--- src/sv/sabb_pkg.sv ---
// shared types and constants for the sprite additive blend blitter
// no dependencies; used by every module of the block
package sabb_pkg;

   localparam int LINE_STRIDE = 512;
   localparam int FB_ROWS     = 512;
   localparam int FB_SIZE     = LINE_STRIDE * FB_ROWS;

   localparam int ADDR_W     = 18;
   localparam int PIX_W      = 16;
   localparam int CHAN_W     = 5;
   localparam int POS_W      = 9;
   localparam int SIZE_W     = 10;
   localparam int CNT_W      = 9;
   localparam int CSR_IDX_W  = 8;
   localparam int CSR_DATA_W = 10;
   localparam int MAX_SIZE   = 512;
   localparam int LIN_W      = $clog2((2 * MAX_SIZE) * LINE_STRIDE + 2 * MAX_SIZE);
   localparam int FB_AW      = $clog2(FB_SIZE);

   localparam int QUEUE_DEPTH = 2;

   localparam logic [CSR_IDX_W-1:0] REG_DEST_X        = CSR_IDX_W'(0);
   localparam logic [CSR_IDX_W-1:0] REG_DEST_Y        = CSR_IDX_W'(1);
   localparam logic [CSR_IDX_W-1:0] REG_SPRITE_WIDTH  = CSR_IDX_W'(2);
   localparam logic [CSR_IDX_W-1:0] REG_SPRITE_HEIGHT = CSR_IDX_W'(3);

   localparam logic [SIZE_W-1:0] SIZE_RESET = SIZE_W'(64);

   localparam logic [PIX_W-1:0]  PIX_CLEAR = 16'h0000;
   localparam logic [PIX_W-1:0]  PIX_FLAG  = 16'h8000;
   localparam logic [CHAN_W-1:0] CHAN_MAX  = 5'd31;

   typedef enum logic [1:0] {
      OP_SKIP,
      OP_COPY,
      OP_BLEND
   } op_type;

   typedef struct packed {
      logic [ADDR_W-1:0] fb_address;
      op_type            op;
      logic [PIX_W-1:0]  texel;
      logic [PIX_W-1:0]  dest_pixel;
      logic              last_pixel;
   } job_type;

   typedef struct packed {
      logic                  valid;
      logic [CSR_IDX_W-1:0]  index;
      logic [CSR_DATA_W-1:0] data;
   } csr_wr_type;

endpackage

--- src/sv/sabb_front.sv ---
// front end: config registers, column/row walk, address and texel classification
// depends on sabb_pkg
module sabb_front (
   input  logic                   clock,
   input  logic                   reset,
   input  sabb_pkg::csr_wr_type   csr_wr,
   input  logic                   req_valid,
   input  logic                   queue_full,
   input  logic [sabb_pkg::PIX_W-1:0] req_texel,
   input  logic [sabb_pkg::PIX_W-1:0] req_dest_pixel,
   output logic                   req_stall,
   output logic                   push,
   output sabb_pkg::job_type      push_job
);

   logic [sabb_pkg::POS_W-1:0]  dest_x_ff, dest_x_in;
   logic [sabb_pkg::POS_W-1:0]  dest_y_ff, dest_y_in;
   logic [sabb_pkg::SIZE_W-1:0] width_ff, width_in;
   logic [sabb_pkg::SIZE_W-1:0] height_ff, height_in;
   logic [sabb_pkg::CNT_W-1:0]  col_ff, col_in;
   logic [sabb_pkg::CNT_W-1:0]  row_ff, row_in;

   logic [sabb_pkg::SIZE_W-1:0] w_eff, h_eff;
   logic [sabb_pkg::SIZE_W-1:0] col_next, row_next;
   logic                        end_row, end_col;
   logic [sabb_pkg::SIZE_W-1:0] y_sum, x_sum;
   logic [sabb_pkg::LIN_W-1:0]  linear;
   logic                        csr_hit;

   function automatic logic [sabb_pkg::SIZE_W-1:0] clamp_size(
      input logic [sabb_pkg::SIZE_W-1:0] v);
      logic [sabb_pkg::SIZE_W-1:0] r;
      if (v == '0) begin
         r = sabb_pkg::SIZE_W'(1);
      end else if (v > sabb_pkg::SIZE_W'(sabb_pkg::MAX_SIZE)) begin
         r = sabb_pkg::SIZE_W'(sabb_pkg::MAX_SIZE);
      end else begin
         r = v;
      end
      return r;
   endfunction

   assign req_stall = queue_full;
   assign push      = req_valid & ~queue_full;

   assign w_eff    = clamp_size(width_ff);
   assign h_eff    = clamp_size(height_ff);
   assign col_next = {1'b0, col_ff} + sabb_pkg::SIZE_W'(1);
   assign row_next = {1'b0, row_ff} + sabb_pkg::SIZE_W'(1);
   assign end_row  = (col_next >= w_eff);
   assign end_col  = (row_next >= h_eff);

   // wrap modulo framebuffer size by keeping the low address bits
   assign y_sum  = {1'b0, dest_y_ff} + {1'b0, row_ff};
   assign x_sum  = {1'b0, dest_x_ff} + {1'b0, col_ff};
   assign linear = sabb_pkg::LIN_W'(y_sum) * sabb_pkg::LIN_W'(sabb_pkg::LINE_STRIDE)
                 + sabb_pkg::LIN_W'(x_sum);

   always_comb begin
      push_job.fb_address = sabb_pkg::ADDR_W'(linear[sabb_pkg::FB_AW-1:0]);
      push_job.texel      = req_texel;
      push_job.dest_pixel = req_dest_pixel;
      push_job.last_pixel = end_row & end_col;
      if (req_texel == sabb_pkg::PIX_CLEAR) begin
         push_job.op = sabb_pkg::OP_SKIP;
      end else if ((req_dest_pixel & sabb_pkg::PIX_FLAG) == sabb_pkg::PIX_CLEAR) begin
         push_job.op = sabb_pkg::OP_COPY;
      end else begin
         push_job.op = sabb_pkg::OP_BLEND;
      end
   end

   always_comb begin
      dest_x_in = dest_x_ff;
      dest_y_in = dest_y_ff;
      width_in  = width_ff;
      height_in = height_ff;
      col_in    = col_ff;
      row_in    = row_ff;
      csr_hit   = 1'b0;
      if (csr_wr.valid) begin
         unique case (csr_wr.index)
            sabb_pkg::REG_DEST_X: begin
               dest_x_in = csr_wr.data[sabb_pkg::POS_W-1:0];
               csr_hit   = 1'b1;
            end
            sabb_pkg::REG_DEST_Y: begin
               dest_y_in = csr_wr.data[sabb_pkg::POS_W-1:0];
               csr_hit   = 1'b1;
            end
            sabb_pkg::REG_SPRITE_WIDTH: begin
               width_in = csr_wr.data[sabb_pkg::SIZE_W-1:0];
               csr_hit  = 1'b1;
            end
            sabb_pkg::REG_SPRITE_HEIGHT: begin
               height_in = csr_wr.data[sabb_pkg::SIZE_W-1:0];
               csr_hit   = 1'b1;
            end
            default: csr_hit = 1'b0;
         endcase
      end
      if (csr_hit) begin
         col_in = '0;
         row_in = '0;
      end else if (push) begin
         if (end_row) begin
            col_in = '0;
            row_in = end_col ? '0 : row_next[sabb_pkg::CNT_W-1:0];
         end else begin
            col_in = col_next[sabb_pkg::CNT_W-1:0];
         end
      end
   end

   always_ff @(posedge clock) begin
      if (reset) begin
         dest_x_ff <= '0;
         dest_y_ff <= '0;
         width_ff  <= sabb_pkg::SIZE_RESET;
         height_ff <= sabb_pkg::SIZE_RESET;
         col_ff    <= '0;
         row_ff    <= '0;
      end else begin
         dest_x_ff <= dest_x_in;
         dest_y_ff <= dest_y_in;
         width_ff  <= width_in;
         height_ff <= height_in;
         col_ff    <= col_in;
         row_ff    <= row_in;
      end
   end

endmodule

--- src/sv/sabb_queue.sv ---
// short fifo of classified jobs between front and back ends
// depends on sabb_pkg
module sabb_queue #(
   parameter int DEPTH = sabb_pkg::QUEUE_DEPTH
) (
   input  logic              clock,
   input  logic              reset,
   input  logic              push,
   input  sabb_pkg::job_type push_job,
   input  logic              pop,
   output logic              full,
   output logic              not_empty,
   output sabb_pkg::job_type head
);

   localparam int PTR_W = (DEPTH > 1) ? $clog2(DEPTH) : 1;
   localparam int CNT_W = $clog2(DEPTH + 1);

   sabb_pkg::job_type entry_ff [DEPTH];
   logic [PTR_W-1:0]  wr_ptr_ff, wr_ptr_in;
   logic [PTR_W-1:0]  rd_ptr_ff, rd_ptr_in;
   logic [CNT_W-1:0]  count_ff, count_in;

   function automatic logic [PTR_W-1:0] bump(input logic [PTR_W-1:0] p);
      logic [PTR_W-1:0] r;
      if (p == PTR_W'(DEPTH - 1)) begin
         r = '0;
      end else begin
         r = p + PTR_W'(1);
      end
      return r;
   endfunction

   assign full      = (count_ff == CNT_W'(DEPTH));
   assign not_empty = (count_ff != '0);
   assign head      = entry_ff[rd_ptr_ff];

   always_comb begin
      wr_ptr_in = push ? bump(wr_ptr_ff) : wr_ptr_ff;
      rd_ptr_in = pop ? bump(rd_ptr_ff) : rd_ptr_ff;
      count_in  = count_ff;
      if (push && !pop) begin
         count_in = count_ff + CNT_W'(1);
      end else if (pop && !push) begin
         count_in = count_ff - CNT_W'(1);
      end
   end

   always_ff @(posedge clock) begin
      if (push) begin
         entry_ff[wr_ptr_ff] <= push_job;
      end
   end

   always_ff @(posedge clock) begin
      if (reset) begin
         wr_ptr_ff <= '0;
         rd_ptr_ff <= '0;
         count_ff  <= '0;
      end else begin
         wr_ptr_ff <= wr_ptr_in;
         rd_ptr_ff <= rd_ptr_in;
         count_ff  <= count_in;
      end
   end

endmodule

--- src/sv/sabb_back.sv ---
// back end: copy or saturating additive blend, registered result transfer
// depends on sabb_pkg
module sabb_back (
   input  logic                        clock,
   input  logic                        reset,
   input  logic                        not_empty,
   input  sabb_pkg::job_type           head,
   input  logic                        rsp_stall,
   output logic                        pop,
   output logic                        rsp_valid,
   output logic [sabb_pkg::ADDR_W-1:0] rsp_fb_address,
   output logic [sabb_pkg::PIX_W-1:0]  rsp_write_data,
   output logic                        rsp_write_enable,
   output logic                        rsp_last_pixel
);

   logic                        valid_ff, valid_in;
   logic [sabb_pkg::ADDR_W-1:0] addr_ff;
   logic [sabb_pkg::PIX_W-1:0]  data_ff, data_in;
   logic                        we_ff, we_in;
   logic                        last_ff;
   logic                        load;
   logic [sabb_pkg::PIX_W-1:0]  blend;

   function automatic logic [sabb_pkg::CHAN_W-1:0] sat_add(
      input logic [sabb_pkg::CHAN_W-1:0] a,
      input logic [sabb_pkg::CHAN_W-1:0] b);
      logic [sabb_pkg::CHAN_W:0] s;
      s = {1'b0, a} + {1'b0, b};
      return s[sabb_pkg::CHAN_W] ? sabb_pkg::CHAN_MAX : s[sabb_pkg::CHAN_W-1:0];
   endfunction

   assign load = ~valid_ff | ~rsp_stall;
   assign pop  = not_empty & load;

   assign blend = sabb_pkg::PIX_FLAG
                | {1'b0,
                   sat_add(head.texel[14:10], head.dest_pixel[14:10]),
                   sat_add(head.texel[9:5], head.dest_pixel[9:5]),
                   sat_add(head.texel[4:0], head.dest_pixel[4:0])};

   always_comb begin
      case (head.op)
         sabb_pkg::OP_COPY: begin
            data_in = head.texel;
            we_in   = 1'b1;
         end
         sabb_pkg::OP_BLEND: begin
            data_in = blend;
            we_in   = 1'b1;
         end
         default: begin
            data_in = sabb_pkg::PIX_CLEAR;
            we_in   = 1'b0;
         end
      endcase
   end

   assign valid_in = load ? not_empty : valid_ff;

   always_ff @(posedge clock) begin
      if (pop) begin
         addr_ff <= head.fb_address;
         data_ff <= data_in;
         we_ff   <= we_in;
         last_ff <= head.last_pixel;
      end
   end

   always_ff @(posedge clock) begin
      if (reset) begin
         valid_ff <= 1'b0;
      end else begin
         valid_ff <= valid_in;
      end
   end

   assign rsp_valid        = valid_ff;
   assign rsp_fb_address   = addr_ff;
   assign rsp_write_data   = data_ff;
   assign rsp_write_enable = we_ff;
   assign rsp_last_pixel   = last_ff;

endmodule

--- src/sv/sprite_additive_blend_blitter_core.sv ---
// top level of the rgb1555 sprite blitter with saturating additive blend
// depends on sabb_pkg, sabb_front, sabb_queue, sabb_back
//
// channel  direction  handshake          payload
// req      in         req_valid/stall    texel, dest_pixel
// rsp      out        rsp_valid/stall    fb_address, write_data, write_enable, last_pixel
// csr      in         csr_valid/ready    csr_index, csr_data
//
// one texel per cycle while rsp is not stalled; each transfer is registered twice from req to rsp
// (front end into the queue, then the back end output register)
// the queue depth sets how many texels the front takes while rsp is stalled
// reset returns registers to defaults and restarts the sprite walk
// any register write also restarts the sprite walk; csr_ready is always high
module sprite_additive_blend_blitter_core #(
   parameter int QUEUE_DEPTH = sabb_pkg::QUEUE_DEPTH
) (
   input  logic                            clock,
   input  logic                            reset,
   input  logic                            req_valid,
   output logic                            req_stall,
   input  logic [sabb_pkg::PIX_W-1:0]      req_texel,
   input  logic [sabb_pkg::PIX_W-1:0]      req_dest_pixel,
   output logic                            rsp_valid,
   input  logic                            rsp_stall,
   output logic [sabb_pkg::ADDR_W-1:0]     rsp_fb_address,
   output logic [sabb_pkg::PIX_W-1:0]      rsp_write_data,
   output logic                            rsp_write_enable,
   output logic                            rsp_last_pixel,
   input  logic                            csr_valid,
   output logic                            csr_ready,
   input  logic [sabb_pkg::CSR_IDX_W-1:0]  csr_index,
   input  logic [sabb_pkg::CSR_DATA_W-1:0] csr_data
);

   sabb_pkg::csr_wr_type csr_wr;
   sabb_pkg::job_type    push_job;
   sabb_pkg::job_type    head;
   logic                 push;
   logic                 pop;
   logic                 queue_full;
   logic                 not_empty;

   assign csr_ready    = 1'b1;
   assign csr_wr.valid = csr_valid;
   assign csr_wr.index = csr_index;
   assign csr_wr.data  = csr_data;

   sabb_front u_front (
      .clock          (clock),
      .reset          (reset),
      .csr_wr         (csr_wr),
      .req_valid      (req_valid),
      .queue_full     (queue_full),
      .req_texel      (req_texel),
      .req_dest_pixel (req_dest_pixel),
      .req_stall      (req_stall),
      .push           (push),
      .push_job       (push_job)
   );

   sabb_queue #(
      .DEPTH (QUEUE_DEPTH)
   ) u_queue (
      .clock     (clock),
      .reset     (reset),
      .push      (push),
      .push_job  (push_job),
      .pop       (pop),
      .full      (queue_full),
      .not_empty (not_empty),
      .head      (head)
   );

   sabb_back u_back (
      .clock            (clock),
      .reset            (reset),
      .not_empty        (not_empty),
      .head             (head),
      .rsp_stall        (rsp_stall),
      .pop              (pop),
      .rsp_valid        (rsp_valid),
      .rsp_fb_address   (rsp_fb_address),
      .rsp_write_data   (rsp_write_data),
      .rsp_write_enable (rsp_write_enable),
      .rsp_last_pixel   (rsp_last_pixel)
   );

endmodule

--- config.mk ---
export PLATFORM = sky130hd
export DESIGN_NAME = sprite_additive_blend_blitter_core
export DESIGN_NICKNAME = d
export VERILOG_FILES = /design/src/sv/sabb_pkg.sv /design/src/sv/sabb_front.sv /design/src/sv/sabb_queue.sv /design/src/sv/sabb_back.sv /design/src/sv/sprite_additive_blend_blitter_core.sv
export SDC_FILE = /design/constraint.sdc
export NUM_CORES = 1
export LEC_CHECK = 0
export BUFFER_PORTS_ARGS = -buffer_cell sky130_fd_sc_hd__buf_2
export CAP_MARGIN = 20
export CORE_MARGIN = 2
export CORE_UTILIZATION = 50
export CTS_BUF_LIST = sky130_fd_sc_hd__clkbuf_4
export DETAILED_ROUTE_END_ITERATION = 8
export PLACE_DENSITY_LB_ADDON = 0.3
export SLEW_MARGIN = 15
export SYNTH_ARGS = -nofsm -noshare
export SYNTH_HDL_FRONTEND = slang
export SYNTH_SLANG_ARGS = --single-unit
--- constraint.sdc ---
create_clock -name clock -period 4.4 [get_ports clock]
set_input_delay 0.44 -clock clock [delete_from_list [all_inputs] [get_ports clock]]
set_output_delay 0.44 -clock clock [all_outputs]
set_load 0.02 [all_outputs]
[Yosys cells after proc, flatten, opt, wreduce, memory -nomap -nowiden]
Memories as Yosys holds them, arrays and structs flattened. A register that Yosys moved wholly into a read port is not among the register bits.
Index checks and enable logic that the tools add are counted.
Word-level totals
  register bits: 97
  RAM bits: 106
  bits of input ports: 55
  output and inout bits: 39
  word-level logic and storage cells: 86
  memories kept: 1
Cells by class
  add/sub/neg operators: 12
  $lt $le $gt $ge: 4
  equal/unequal tests: 6
  muxes and demuxes: 23
  bitwise gates (word level): 7
  reduce and logical (&&, ||, !) cells: 19
Memory list
  u_queue.entry_ff: words 2, width 53, rd ports 1, clocked after Yosys merged registers in 1, wr ports 1, line sabb_queue.sv:19  | sabb_pkg::job_type entry_ff [DEPTH];
Operators by type and width (count)
  $mux 10: 4
  $logic_not 16->1: 2
  $pmux 16 s2: 1
  $add 9x1->10 const B: 2
  $ge 10x10->1: 2
  $gt 10x10->1 const B: 2
  $logic_not 10->1: 2
  $add 18x10->18: 1
  $add 5x5->6: 3
  $mux 9: 2
  $eq 8x2->1 const B: 2
  $mux 5: 3
  $add 9x9->10: 1
  $reduce_and 2->1: 5
  $add 9x9->9: 1
  $mux 1: 9
  $eq 8x1->1 const B: 1
  $logic_not 8->1: 1
  $mux 2: 4
  $eq 2x2->1 const B: 2
  $reduce_bool 2->1: 2
  $reduce_or 2->1: 2
  $reduce_or 4->1: 1
  $and 1x1->1: 3
  8 further kinds: 13

[Logic depth before layout (Yosys ltp)]
Gate-level depths: netlist of the first run.
  word-level depth: 7
  depth in mapped cells: 13
  gate-level depth less buffers: 12

[Hierarchy]
From an unflattened synthesis of the first run, not the netlist that was laid out.
Unflattened totals
  cells, all modules: 839
  area, all modules: 10085.9 um2
By module, submodules not included
  sabb_front: instances 1, cells an instance 490, area an instance 4055.1 um2, seq. area each 1121.1 um2
  sabb_queue: instances 1, cells an instance 187, area an instance 4051.4 um2, seq. area each 3283.1 um2
  sabb_back: instances 1, cells an instance 160, area an instance 1968.1 um2, seq. area each 1101.1 um2
  sprite_additive_blend_blitter_core: instances 1, cells an instance 2, area an instance 11.3 um2, seq. area each 0.0 um2

[Worst setup path after synthesis of the first run]
No wires, ideal clock.
  kind: register -> register
  from: register u_queue.count_ff[0]
  to: memory u_queue.entry_ff[0][0] in the netlist's numbering, enable pin
  setup time: 0.462 ns
  data arrival time: 2.829 ns
  required time: 3.938 ns
  slack: 1.109 ns
  cell stages (with the launch flop): 4
  buffers on the path: 0
  period minus slack after synthesis: 3.291 ns
  cell sequence: dfxtp_1 > nand2b_2 > nand2_4 > nor2_1
Between the ends
  cells in the longest elaborated chain, start to end: 5
Ends and longest elaborated chain
  from (decl): line sabb_queue.sv:22  | logic [CNT_W-1:0] count_ff, count_in;
  from (signal assigned): line sabb_queue.sv:63  | count_ff <= count_in;
  $eq 2x2->1: line sabb_queue.sv:34  | assign full = (count_ff == CNT_W'(DEPTH));
  $not 1->1: line sabb_front.sv:44  | assign push = req_valid & ~queue_full;
  $and 1x1->1: line sabb_front.sv:44
  $mux 1: line sabb_queue.sv:50  | if (push) begin
  $mux 1 (not written as such): line sabb_queue.sv:51  | entry_ff[wr_ptr_ff] <= push_job;
  to (decl): line sabb_queue.sv:19
Every way passes these cells.

[Final worst setup path of the first run]
  from: register u_front.col_ff[0] in the netlist's numbering
  to: register u_front.col_ff[3] in the netlist's numbering
Between the ends
  cells in the longest elaborated chain, start to end: 3
Ends and longest elaborated chain
  from (decl): line sabb_front.sv:20  | logic [sabb_pkg::CNT_W-1:0] col_ff, col_in;
  from (signal assigned): line sabb_front.sv:128  | col_ff <= col_in;
  $add 9x1->10 (*): line sabb_front.sv:48  | assign col_next = {1'b0, col_ff} + sabb_pkg::SIZE_W'(1);
  $ge 10x10->1: line sabb_front.sv:50  | assign end_row = (col_next >= w_eff);
  $mux 9 (*): line sabb_front.sv:106  | if (end_row) begin
Mark *: on every way between the ends. The rest lies on a longest branch, timed or not.
A chain may end at the register's enable or synchronous reset.

==> results by group, run 1 <==
Die
  – # rows: 51
  – Die height: between 100 and 150 um
  – Num ports: 94
  – Initial Util: 0.507
  – Die W: between 100 and 150 um
  – Die area: between 20000 and 25000 um2
  – Core area: about 19000 um2

Drt
  – Detailed-router iteration count before antenna repair: 4
  – DRT iter0 DRCs: between 300 and 400
  – Antenna viol nets, final: 0
  – Routed WL: 19500 um
  – Wire per inst: roughly 15 um
  – Drc violations: 0
  – Vias: approximately 6700
  – Via density: approximately 5.1

Setup path
  – Worst r2r dst: u_front.col_ff[3]
  – Top cell by count, worst path: and3_1
  – Crit path to: u_front.col_ff[3]
  – Crit Path Category: flop to flop
  – Worst setup EP type: flop
  – Arr. time, crit path: roughly 4.0 ns
  – Crit path depth: 11
  – Crit path cell chain: ha_1 -> and3_1 -> and3_1 -> and3_1 -> xor2_1 -> ha_1 -> a21o_1 -> a21oi_1 -> o21ai_1 -> nor3_1 -> a22o_1
  – Worst EP required: ~5 ns
  – Crit path max fanout: 13
  – WP buf/inv: 0
  – Top delay family on crit path: simple AND/OR/NAND/NOR gates
  – R2R cell count: 11
  – Beginning of the worst register-to-register path: u_front.col_ff[0]
  – CP max stage cell: nor3_1
  – Startpoint type of the worst setup path: flop
  – Delay of the slowest critical-path stage: approximately 0.58 ns
  – Reg2Reg Setup Slack: around 0.96 ns
  – Critical path origin: u_front.col_ff[0]

Global routing
  – First-pass GRT wire length: 31100 um
  – Antenna violations before repair: 1
  – Largest net degree at the start of global routing: 47
  – Vias in the first global route: ~6500
  – Global-route usage over all layers: 0.190
  – GRT overflow: 0

CTS
  – CTS clk-pin slew, worst paths: roughly 0.06 ns
  – H-tree levels: 2
  – Clk_lat worst skew: about 0.67 ns
  – Clock Tree Root: clkbuf_4
  – CTS Sinks: 202
  – CTS tree: done
  – Post-CTS Repair Setup Buffers: 0
  – Inserted Clock Buffers: 52
  – Max clock buf depth: 3

Synth
  – Yosys top cell area share: 0.429
  – Seq cells post-synth: between 200 and 250
  – Sequential fraction of the synthesis area: 0.556
  – Syn Area/Cell: ~12 um2
  – Mapped cell area: a little under 10000 um2
  – Ys Warns: 0
  – Largest cells by area after synthesis: edfxtp_1 43%, dfxtp_1 13%, ha_1 7.3%, mux2_2 5.1%, nand2_1 2.8%
  – Asr flop ratio synth: 0
  – Post-synth EDFFs: 140
  – Mapped Cells: ~830
  – Ys flop type: edfxtp_1
  – Yosys cell types: 69
  – Area leader, netlist: edfxtp_1
  – Synthesized netlist net count: about 940

Layout
  – Commonest non-fill, non-tap cell in the layout: edfxtp_1
  – Final design utilization: 0.595
  – Final #Nets: 1103
  – Share of cells above drive strength 1: 0.237
  – Non-filler cells, final: between 1000 and 1500
  – Area Growth Syn to Fin: 17.4%
  – Fillers: 1599
  – Commonest non-fill, non-tap cells in the layout: 140 x edfxtp_1, 92 x buf_2, 78 x clkbuf_4, 74 x nand2_1, 61 x dfxtp_1

Placement
  – Dpl hpwl: ~14000 um
  – Inst Count DP: roughly 1200
  – GP Congestion: just under 0.9
  – I/O Buffers: 92

Power and ir drop
  – Seq pwr share: 0.440
  – Pint: between 4000 and 5000 uW
  – Total power: 5960 uW
  – Peak VDD IR: roughly 230 uV
  – Pleak: 0.00475 uW
  – Clk network pwr share: 0.265
  – Gate power share: 0.296
  – Switching part of the total power: 0.328
  – Pwr/cell area: between 500 and 600 nW/um2
  – NetSw: just under 2000 uW

STA
  – Relative slew slack: 0.288
  – Final Hold Viols: 0
  – Setup TNS: 0 ns
  – Setup-failing EPs final: 0
  – Final Critical Period: roughly 3.4 ns
  – FMAX: around 0.29 GHz
  – Least-Margin Pin Slew: between 1 and 1.5 ns
  – Slew Limit Fails: 0
  – Period utilisation layout: 0.781
  – RSZ-0062 raised after global routing: false
  – Clk_skew: between 0.04 and 0.05 ns

Min path
  – Worst Hold Class: input port to flop

Run status
  – Outcome: completed

Job
  – Max Cap Violations: 0
Yosys cell counts (all sizes together), types with 3 or more instances:
master  count
and2        4
xor2       16
a21o       13
nand2      75
fa          5
mux2       44
a21boi      3
clkbuf     13
o22ai       3
inv        37
nor4       10
or2         3
mux2i      27
o21ai      33
edfxtp    140
ha         57
o31ai       8
dfxtp      62
nand2b     13
nand3      23
nand4       4
o21a        4
buf        10
nor2       61
nor3       10
a21oi      50
xnor2      31
a22o        5
or3         5
and3       16
clkinv      3
nor2b      12
routing by layer:
layer	up-vias	GRT usage	wire [um]	part of all wire
met3	33	0.0414	867	0.044
li1	3356	-	-	-
met5	-	0	0	0
met2	143	0.319	9210	0.47
met1	3118	0.243	9080	0.47
met4	0	0.0645	351	0.018
power by group through the flow:
| stage | Combinational [uW] | Sequential (uW) | Clock (uW) |
|---|---|---|---|
| 2_1_floorplan | 1110 | 2820 | 0 |
| 3_3_place_gp | 1720 | 2650 | 0 |
| 3_5_place_dp | 1760 | 2660 | 0 |
| 4_1_cts | 1780 | 2620 | 1630 |
| 5_1_grt | 1950 | 2650 | 1730 |
| 6_report | 1760 | 2620 | 1580 |
layout make-up:
type | instances | area [um2] | share of cell area
multi-input cells | 562 | 4090 | 0.356
well taps | 265 | 332 | 0.0288
repair buffers | 128 | 808 | 0.0703
inverters | 40 | 151 | 0.0132
flip-flops and latches | 202 | 5450 | 0.473
diodes | 1 | 2.50 | 0.000218
clock buffers | 78 | 586 | 0.0509
clock inverters | 20 | 87.6 | 0.00761
cell families (layout without fill, tap and decap cells):
kind of cell / Yosys count / in the layout / synth area share
and+or+nand+nor: 244 / 244 / 0.123
DFF: 202 / 202 / 0.556
AOI/OAI and AO/OA: 137 / 137 / 0.0904
muxes: 71 / 71 / 0.0781
buffers and inverters: 63 / 266 / 0.0278
adders and majority gates: 62 / 62 / 0.0830
xor gates and xnor gates: 47 / 47 / 0.0420
other: 1 / 2 / 0.000383
worst min path at each step:
stage / slack [ns] / cells past startpoint / startpoint / end
CTS: 0.01 / 3 / csr_data[9] / u_front.width_ff[9]
global placement: 0.45 / 2 / u_front.width_ff[0] / u_front.width_ff[0]
global route: 0.03 / 3 / csr_data[9] / u_front.width_ff[9]
floorplan: 0.43 / 2 / u_front.width_ff[0] / u_front.width_ff[0]
detailed placement: 0.45 / 2 / u_front.width_ff[0] / u_front.width_ff[0]
finish: 0.05 / 3 / csr_data[9] / u_front.width_ff[9]
registers in the layout, summed over array words and instances (netlist names), 10 cells and up, named ones only:
| register | cells |
|---|---|
| u_queue.entry_ff | 104 |
| u_front.height_ff | 10 |
| u_front.width_ff | 10 |
| u_back.rsp_fb_address | 18 |
| u_back.rsp_write_data | 16 |
what timing repair did:
action                                 in CTS  in global routing
hold buffers                               31                  0
gates resized for setup                     0                  0
endpoints found under the hold margin      62                  0
per-stage QoR:
stage / worst slack, ns / instance area [um2] / hold WS [ns]
floorplan: 1.11 / 9800 / 0.432
global placement: 1.16 / 10500 / 0.448
detailed placement: 1.03 / 10500 / 0.452
CTS: 1.02 / 11500 / 0.0118
global route: 0.684 / 11500 / 0.0311
finish: 0.963 / 11500 / 0.0544
worst register-to-register path, delay by kind of cell (launching register included):
kind,cells,cell delay (ns)
DFF,1,0.44
xor gates and xnor gates,1,0.21
AOI/OAI and AO/OA,4,1.00
adders and majority gates,2,0.54
and+or+nand+nor,4,1.20
Note: power is estimated with default switching activity, not from simulation.
==> run 2: changes to the inputs <==
==> constraint.sdc (replaced) <==
create_clock -name clock -period 3.29 [get_ports clock]
set_input_delay 0.329 -clock clock [delete_from_list [all_inputs] [get_ports clock]]
set_output_delay 0.329 -clock clock [all_outputs]
set_load 0.02 [all_outputs]
==> run 2 against run 1 <==
Net effect:
- critical path depth fell by 1
- clock-buffer cell count shrank 2
- wire length grew 1.5%
- final cell count up 1.2%
- design area rose by 2.1%
- die area unchanged
- sequential cell count unchanged
- core utilization up 1.3 points
- non-clock buffer count is 20 higher
- sequential power is 32% higher
==> results by group, run 2 (same netlist as run 1, synthesis figures left out) <==
Run status
  – Outcome: completed

CTS
  – H-tree levels: 2 (unchanged)
  – Max clock buf depth: 3 (unchanged)
  – Clk_lat worst skew: 0.65 ns (-0.02 ns)
  – Post-CTS Repair Setup Buffers: 0 (unchanged)
  – CTS clk-pin slew, worst paths: 0.06 ns (about the same)
  – Inserted Clock Buffers: 51 (-1.9%)
  – Clock Tree Root: clkbuf_4
  – CTS tree: done
  – CTS Sinks: 202 (unchanged)

Setup path
  – Worst EP required: 3.84 ns (-1.15 ns)
  – R2R cell count: 10 (-1)
  – Worst setup EP type: flop
  – Worst r2r dst: u_front.row_ff[2]
  – Critical path origin: u_front.row_ff[2]
  – Crit path max fanout: 8 (-5)
  – Beginning of the worst register-to-register path: u_front.row_ff[2]
  – Startpoint type of the worst setup path: flop
  – Crit Path Category: flop to flop
  – Crit path to: u_front.row_ff[2]
  – Reg2Reg Setup Slack: 0.18 ns (-0.79 ns)
  – Arr. time, crit path: 3.66 ns (-0.37 ns)

Min path
  – Hold Path Depth: 4 (+1)
  – Worst Hold Class: input port to flop

Layout
  – Area Growth Syn to Fin: 19.9%
  – Final #Nets: 1122 (+1.7%)
  – Commonest non-fill, non-tap cell in the layout: edfxtp_1
  – Reg with most FFs: u_queue.entry_ff
  – Commonest non-fill, non-tap cells in the layout: 140 x edfxtp_1, 92 x buf_2, 76 x clkbuf_4, 74 x nand2_1, 59 x dfxtp_1
  – Share of cells above drive strength 1: 0.244 (+0.00713)
  – Largest register FFs: 104 (unchanged)

STA
  – Final Critical Period: 3.11 ns (-0.324 ns)
  – FMAX: 0.321 GHz (+10%)
  – Slew Limit Fails: 0 (unchanged)
  – Setup-failing EPs final: 0 (unchanged)
  – Final Hold Viols: 0 (unchanged)
  – Period utilisation layout: 0.946 (+0.165)
  – Relative slew slack: 0.324 (+0.0359)
  – Setup TNS: 0 ns (unchanged)
  – Clk_skew: 0.0491 ns (+0.00118 ns)
  – Hold WS: 0.116 ns (+0.0612 ns)
  – RSZ-0062 raised after global routing: false
  – Least-Margin Pin Slew: 1.01 ns (-0.0524 ns)

Power and ir drop
  – Peak VDD IR: 330 uV (+45%)
  – Pleak: 0.00486 uW (+2.1%)
  – Total power: 8140 uW (+37%)
  – Pwr/cell area: 693 nW/um2 (+34%)

Drt
  – Antenna viol nets, final: 0 (unchanged)
  – Vias: 6783 (+2.0%)
  – Wire per inst: 15.1 um (+0.39%)
  – Routed WL: 19800 um (+1.5%)
  – Drc violations: 0 (unchanged)
  – Via density: 5.17 (+0.83%)
  – Detailed-router iteration count before antenna repair: 4 (unchanged)
  – DRT iter0 DRCs: 290 (-23%)

Die
  – Num ports: 94 (unchanged)
  – Initial Util: 0.507 (unchanged)
  – # rows: 51 (unchanged)
  – Core area: 19300 um2 (unchanged)
  – Die area: 20700 um2 (unchanged)
  – Die height: 144 um (unchanged)
  – Die W: 144 um (unchanged)

Global routing
  – GRT overflow: 0 (unchanged)
  – Vias in the first global route: 6836 (+5.0%)
  – Largest net degree at the start of global routing: 53 (+13%)
  – Antenna violations before repair: 1 (unchanged)
  – Global-route usage over all layers: 0.196 (+0.00681)
  – First-pass GRT wire length: 32200 um (+3.6%)

Placement
  – Dpl hpwl: 13700 um (+1.1%)
  – GP Congestion: 0.927 (+7.1%)
  – I/O Buffers: 92 (unchanged)

Job
  – Max Cap Violations: 0 (unchanged)
[run 2: cell count changes in the layout (fill, tap and decap cells not counted), moves of 2 or more]
cell and delta:
dfxtp_2 +2, dlygate4sd3_1 +12, buf_12 +2, clkbuf_4 -2
dfxtp_1 -2, bufinv_16 +2, buf_4 +6, clkinv_1 -2
[run 2: cell type report]
| type | instances | area (um2) |
|---|---|---|
| Antenna cell | 1 | 2.50 |
| Clock buffer | 76 | 571 |
| Clock inverter | 17 | 119 |
| Fill cell | 1604 | 7590 |
| Inverter | 40 | 151 |
| Multi-Input combinational cell | 562 | 4110 |
| Sequential cell | 202 | 5450 |
| Tap cell | 265 | 332 |
| Timing Repair Buffer | 148 | 1010 |
[run 2: repair_timing]
item	in CTS	in global routing
endpoints found under the hold margin	97	0
setup endpoints to repair	0	12
hold buffers	43	0
resized for setup	0	7
[run 2: stage by stage]
stage / setup slack, ns / utilization / instances / area [um2]
after floorplan: 0.326 / - / 827 / 9800
after global placement: 0.272 / 0.548 / 1174 / 10600
after detailed placement: 0.190 / 0.548 / 1174 / 10600
after CTS: 0.142 / 0.606 / 1310 / 11700
after global routing: 0.0307 / 0.608 / 1311 / 11700
final: 0.176 / 0.608 / 1311 / 11700
[run 2: how the worst min path moves through the flow]
stage | start | endpoint
after global placement | u_front.width_ff[0] | u_front.width_ff[0]
after detailed placement | u_front.width_ff[0] | u_front.width_ff[0]
after CTS | req_valid | u_front.col_ff[0]
after global routing | req_valid | u_front.col_ff[0]
final | req_valid | u_front.col_ff[0]
after floorplan | req_dest_pixel[9] | u_queue.entry_ff[0][10]
[run 2: per-layer routing]
| layer | track usage | routed length [um] | share of wire |
|---|---|---|---|
| met1 | 0.241 | 8720 | 0.44 |
| met2 | 0.339 | 9660 | 0.49 |
| met3 | 0.0467 | 1110 | 0.056 |
| met4 | 0.0697 | 323 | 0.016 |
| met5 | 0 | 0 | 0 |
[run 2: power breakdown]
| part | switching (uW) | internal (uW) |
|---|---|---|
| logic | 1480 | 1010 |
| registers | 132 | 3320 |
| clock network | 979 | 1210 |
| total | 2600 | 5540 |
[run 2: critical path, stage by stage (launching register included)]
cell and delay [ns]:
dfxtp_1 0.50, and3_1 0.22, and3_1 0.23, and3_1 0.25, xor2_1 0.21, ha_1 0.28, a21o_1 0.18, a21o_1 0.17
a221o_1 0.35, or3_4 0.46, o31ai_2 0.18
